==> src/design/b32enc_pkg.sv <==
// Shared types, constants and the character table for the base32 text encoder.
package b32enc_pkg;

	localparam int GroupBits = 5;
	localparam int ByteBits  = 8;
	localparam int CharBits  = 7;
	localparam int PendBits  = 4;
	// left-aligned window: at most four leftover bits, one byte, padding to three groups
	localparam int WinBits   = 3 * GroupBits;
	localparam int MaxGroups = 3;

	// one message byte
	typedef struct packed {
		logic [ByteBits-1:0] data_byte;
		logic                last_byte;
	} byte_req_t;

	// one output character
	typedef struct packed {
		logic [CharBits-1:0]  text_char;
		logic [GroupBits-1:0] group_value;
		logic                 run_end;
		logic                 text_end;
	} char_req_t;

	// group value to ASCII; the alphabet skips 0, 1, I and O
	function automatic logic [CharBits-1:0] enc_char(input logic [GroupBits-1:0] v);
		logic [CharBits-1:0] vx;
		logic [CharBits-1:0] res;
		vx = CharBits'(v);
		if (v < 5'd8)
			res = vx + 7'd50;      // '2'..'9'
		else if (v < 5'd16)
			res = vx + 7'd57;      // 'A'..'H'
		else if (v < 5'd21)
			res = vx + 7'd58;      // 'J'..'N'
		else
			res = vx + 7'd59;      // 'P'..'Z'
		return res;
	endfunction

endpackage

==> src/design/bytes_to_base32_text_encoder_core.sv <==
// Top level of the base32 text encoder: byte stage, group buffer and character register.
//
//  channel   | role   | handshake             | payload
//  ----------+--------+-----------------------+---------------------------------
//  byte_*    | input  | byte_valid/byte_stall | byte_req  (data_byte, last_byte)
//  char_*    | output | char_valid/char_stall | char_req  (char, group, ends)
//
// A byte is split into its groups in the cycle it is accepted; the groups then
// leave one per cycle, while the character side does not stall, through the single
// character register, one or two groups per byte (three when a final byte adds a
// padded group to two full ones).
// A result passes the group buffer and then the character register to reach char_req.
// arst_n clears the leftover bits, the group buffer valid and index, and the output valid.
// A stall on the character side holds the register and backs up into byte_stall.
module bytes_to_base32_text_encoder_core (
	input  logic                  clk,
	input  logic                  arst_n,
	input  logic                  byte_valid,
	output logic                  byte_stall,
	input  b32enc_pkg::byte_req_t byte_req,
	output logic                  char_valid,
	input  logic                  char_stall,
	output b32enc_pkg::char_req_t char_req
);

	// leftover state
	logic [b32enc_pkg::PendBits-1:0] pend_bits_q;
	logic [2:0]                      pend_cnt_q;

	// group buffer
	logic                             valid_s1;
	logic [b32enc_pkg::GroupBits-1:0] grp_s1 [b32enc_pkg::MaxGroups];
	logic [1:0]                       num_s1;
	logic                             last_s1;
	logic [1:0]                       idx_q;

	// character register
	logic                  char_valid_q;
	b32enc_pkg::char_req_t char_q;

	// split logic
	logic [11:0]                        acc;
	logic [3:0]                         total;
	logic [3:0]                         shift;
	logic [b32enc_pkg::WinBits-1:0]     win;
	logic                               two_grp;
	logic [2:0]                         rem;
	logic [b32enc_pkg::PendBits-1:0]    rem_mask;
	logic [1:0]                         num;

	logic accept;
	logic out_free;
	logic emit;
	logic at_end;
	logic done_s1;

	// stream bits of this byte after the leftovers, shifted to the window top
	always_comb begin
		acc      = {pend_bits_q, byte_req.data_byte};
		total    = 4'(pend_cnt_q) + 4'd8;
		shift    = 4'(b32enc_pkg::WinBits) - total;
		win      = b32enc_pkg::WinBits'({3'b000, acc} << shift);
		two_grp  = (total >= 4'd10);
		rem      = two_grp ? 3'(total - 4'd10) : 3'(total - 4'd5);
		rem_mask = 4'((5'd1 << rem) - 5'd1);
		num      = two_grp ? 2'd2 : 2'd1;
		if (byte_req.last_byte && (rem != 3'd0))
			num = num + 2'd1;
	end

	// handshake
	always_comb begin
		out_free   = !char_valid_q || !char_stall;
		emit       = valid_s1 && out_free;
		at_end     = (idx_q == (num_s1 - 2'd1));
		done_s1    = emit && at_end;
		byte_stall = valid_s1 && !done_s1;
		accept     = byte_valid && !byte_stall;
	end

	// leftover bits; a final byte starts the next message afresh
	always_ff @(posedge clk or negedge arst_n) begin
		if (!arst_n) begin
			pend_bits_q <= '0;
			pend_cnt_q  <= '0;
		end else if (accept) begin
			if (byte_req.last_byte) begin
				pend_bits_q <= '0;
				pend_cnt_q  <= '0;
			end else begin
				pend_bits_q <= acc[b32enc_pkg::PendBits-1:0] & rem_mask;
				pend_cnt_q  <= rem;
			end
		end
	end

	// group buffer control
	always_ff @(posedge clk or negedge arst_n) begin
		if (!arst_n) begin
			valid_s1 <= 1'b0;
			idx_q    <= '0;
		end else if (accept) begin
			valid_s1 <= 1'b1;
			idx_q    <= '0;
		end else if (done_s1) begin
			valid_s1 <= 1'b0;
		end else if (emit) begin
			idx_q <= idx_q + 2'd1;
		end
	end

	// group buffer payload
	always_ff @(posedge clk) begin
		if (accept) begin
			grp_s1[0] <= win[14:10];
			grp_s1[1] <= win[9:5];
			grp_s1[2] <= win[4:0];
			num_s1    <= num;
			last_s1   <= byte_req.last_byte;
		end
	end

	// character register control
	always_ff @(posedge clk or negedge arst_n) begin
		if (!arst_n)
			char_valid_q <= 1'b0;
		else if (out_free)
			char_valid_q <= valid_s1;
	end

	// character register payload
	always_ff @(posedge clk) begin
		if (emit) begin
			char_q.text_char   <= b32enc_pkg::enc_char(grp_s1[idx_q]);
			char_q.group_value <= grp_s1[idx_q];
			char_q.run_end     <= at_end;
			char_q.text_end    <= at_end && last_s1;
		end
	end

	assign char_valid = char_valid_q;
	assign char_req   = char_q;

endmodule

==> config.mk <==
export PLATFORM = sky130hd
export DESIGN_NAME = bytes_to_base32_text_encoder_core
export DESIGN_NICKNAME = d
export VERILOG_FILES = /design/src/design/b32enc_pkg.sv /design/src/design/bytes_to_base32_text_encoder_core.sv
export SDC_FILE = /design/constraint.sdc
export NUM_CORES = 1
export LEC_CHECK = 0
export BUFFER_PORTS_ARGS = -buffer_cell sky130_fd_sc_hd__buf_4
export CORE_MARGIN = 8
export CORE_UTILIZATION = 35
export CTS_CLUSTER_DIAMETER = 60
export CTS_CLUSTER_SIZE = 10
export DETAILED_ROUTE_END_ITERATION = 10
export GPL_TIMING_DRIVEN = 1
export PLACE_DENSITY_LB_ADDON = 0.12
export SYNTH_ARGS = -nofsm -noshare
export SYNTH_HDL_FRONTEND = slang
export SYNTH_SLANG_ARGS = --single-unit
==> constraint.sdc <==
create_clock -name clk -period 2.7 [get_ports clk]
set_input_delay 0.135 -clock clk [delete_from_list [all_inputs] [get_ports clk]]
set_output_delay 0.135 -clock clk [all_outputs]
set_load 0.03 [all_outputs]
==> results.ini <==
[sta]
post-route-min-period_ns=2.41
tns_ns=0
drv_slew=0
finalHoldViolCount=0
worst_pin_slew_ns=0.445
fmax_mhz=414
post-route-period-util_pct=89.4
max_slew_margin_pct=70.2
finalSetupViolCount=0
rsz0062_at_grt=false
skew_ns=0.00966

[final_layout]
nNetsFinal=287
area_delta_synth_final_pct=20.9
fill_cells=657
final_design_area_no_fill_um2=2960
n_antenna_cell=0
drive_gt1_share_pct=23.2

[synthesis]
synth_top_area_share_pct=39.3
avgSynthCellArea_um2=10.5
dominantRegCellSynth=edfxtp_1
ys_async_sr_fraction_pct=25.6
synth_area_leaders=edfxtp_1, dfrtp_1, mux2i_1, o21ai_0, ha_1
syn-num-nets=253
yosys_warnings=0
ys_types=41
synth_seq_cells=43
syn_inst=232
synth_enable_flop_cells=32
synth_common_cells=edfxtp_1, o21ai_0, nand2_1
yosysMostFrequentCell=edfxtp_1
yosysSeqAreaShare_pct=50.5
mappedNetlistArea_um2=2450
synth_largest_area_cell=edfxtp_1

[global_routing]
grt_pass1_wl_mm=8.92
antenna_found_initial=0
grt_overflow=0
grt_pass1_vias=1783
grt_max_degree=22
grtUsageTotal_pct=11.4

[clocking]
clkLatencyLatePin_ns=0.29
cts_tree=yes
clkTransAtPathRegs_ns=0.08
cts_buffer_depth=2
htreeDepth=2
cts_buffers=5
cts.hold.buffers_added=1
cts_sinks=43
root_buffer=clkbuf_8
postCtsResizedCells=0
cts_setup_buffers=0

[critical_path]
endpoint_kind=register
cp_slowest_cell=dfrtp_1
cp-start-kind=register
critPathMaxStageDelay_ns=0.37
crit_path_max_fanout=6
worstPathCellList=mux2_2 > mux2i_1 > inv_1 > ha_1 > a31oi_1 > o21ai_1 > mux2i_1 > a21oi_1 > a21oi_1
worstPathArrival_ns=2.45
critPathRequiredTime_ns=2.74
criticalPathCategory=reg -> reg

[worst_hold_path]
hp-class=in -> reg

[die]
dieHeight_um=99.6
core_um2=6790
die_area_um2=9920
initial_utilization_pct=36.0
ioPinCount=29
num_rows=30
dieWidth_um=99.6

[routing]
antenna_left=0
vias=1757
drt-total-wl_mm=5.12
wire_per_inst_um=14.1
drt-initial-drc-count=31
vias_per_cell=4.84
drt_first_pass_iters=4
drc=0

[placement]
place_congestion=0.779
portBuffers=28
placedInstanceArea_um2=2820
dp_hpwl_mm=3.92

[job]
cap_violations=0

[power_and_ir_drop]
peakVddDrop_mv=0.402
p_leak_nw=1.20
cellPowerDensity_nw_per_um2=1300

[status]
status=complete, no violations

==> power breakdown <==
| group | switching, mW | internal [mW] | leakage [nW] |
|---|---|---|---|
| clock | 0.216 | 0.370 | 0.0654 |
| sequential | 0.0983 | 1.07 | 0.439 |
| combinational | 1.25 | 0.850 | 0.695 |
| total | 1.56 | 2.29 | 1.20 |
==> kinds of logic (layout without fill, tap and decap cells) <==
| kind of cell | Yosys count | count (layout) | share of synthesized area (%) |
|---|---|---|---|
| buf+inv | 30 | 65 | 4.75 |
| compound gates | 55 | 55 | 14.6 |
| mux | 24 | 24 | 10.4 |
| fa+ha+maj | 8 | 8 | 4.09 |
| simple gates | 63 | 63 | 12.4 |
| xor+xnor | 9 | 9 | 3.22 |
| flops | 43 | 43 | 50.5 |
==> registers in the layout, indices dropped and copies added (netlist names) <==
signal	flops
char_req	14
valid_s1	1
idx_q	2
pend_cnt_q	3
last_s1	1
char_valid	1
grp_s1	15
num_s1	2
pend_bits_q	4
==> layout by cell type (no fill, tap or decap), drive strengths merged, types with 2 or more instances in the layout <==
cell and n:
bufinv 2, ha 8, or2 3, mux2 9, o41ai 5, dfrtp 11, nor2 11, nand3 11
xor2 5, buf 38, o21ai 27, nand2 23, a32o 2, edfxtp 32, inv 17, clkbuf 6
a21oi 5, o22ai 2, xnor2 4, and2 4, o21a 2, o211ai 3, nand2b 7, o31ai 2
mux2i 15
==> area by class of cell <==
class                           count  area, um^2  share of cell area, %
Sequential cell                    43        1240                   41.8
Clock buffer                        6        72.6                   2.45
Inverter                           18        67.6                   2.28
Clock inverter                      2        60.1                   2.03
Tap cell                           96         120                   4.06
Multi-Input combinational cell    159        1090                   37.0
Timing Repair Buffer               39         308                   10.4
==> metal layers <==
layer  global-route usage [%]  wire [um]
met1                     13.7       2400
met2                     18.9       2470
met3                     3.14        207
met4                     4.19         42
met5                        0          0
==> final timing paths <==
| path | from | to | slack (ns) | cells past startpoint |
|---|---|---|---|---|
| max reg2reg | idx_q[0]$_DFFE_PN0P_ | char_req[11]$_DFFE_PP_ | 0.29 | 9 |
| max in group asynchronous | arst_n | idx_q[1]$_DFFE_PN0P_ | 2.33 | 2 |
| min | byte_valid | valid_s1$_DFFE_PN0P_ | 0.10 | 2 |
| min in group asynchronous | arst_n | idx_q[0]$_DFFE_PN0P_ | 0.21 | 2 |
| min reg2reg | valid_s1$_DFFE_PN0P_ | char_valid$_DFFE_PN0N_ | 0.49 | 1 |
| max | idx_q[0]$_DFFE_PN0P_ | char_req[11]$_DFFE_PP_ | 0.29 | 9 |
==> per-stage QoR <==
step | hold slack, ns | power, mW | std cells | utilization [%] | worst slack [ns]
3_5_place_dp | -0.0124 | 3.30 | 354 | 41.5 | 0.286
5_1_grt | 0.0997 | 4.19 | 363 | 43.6 | 0.0994
6_report | 0.103 | 3.85 | 363 | 43.6 | 0.287
4_1_cts | 0.0861 | 3.91 | 363 | 43.6 | 0.267
2_1_floorplan | -0.161 | 2.70 | 232 | - | 0.285
3_3_place_gp | -0.0122 | 3.29 | 354 | 41.5 | 0.335
==> critical path, delay by kind of cell (launching register included) <==
kind	cells	cell delay, ns
buffers and inverters	1	0.15
AO/OA/AOI/OAI	4	0.57
flip-flops	1	0.37
multiplexers	3	0.82
adder cells (fa/ha/maj)	1	0.25
Note: power is estimated with default switching activity, not from simulation.
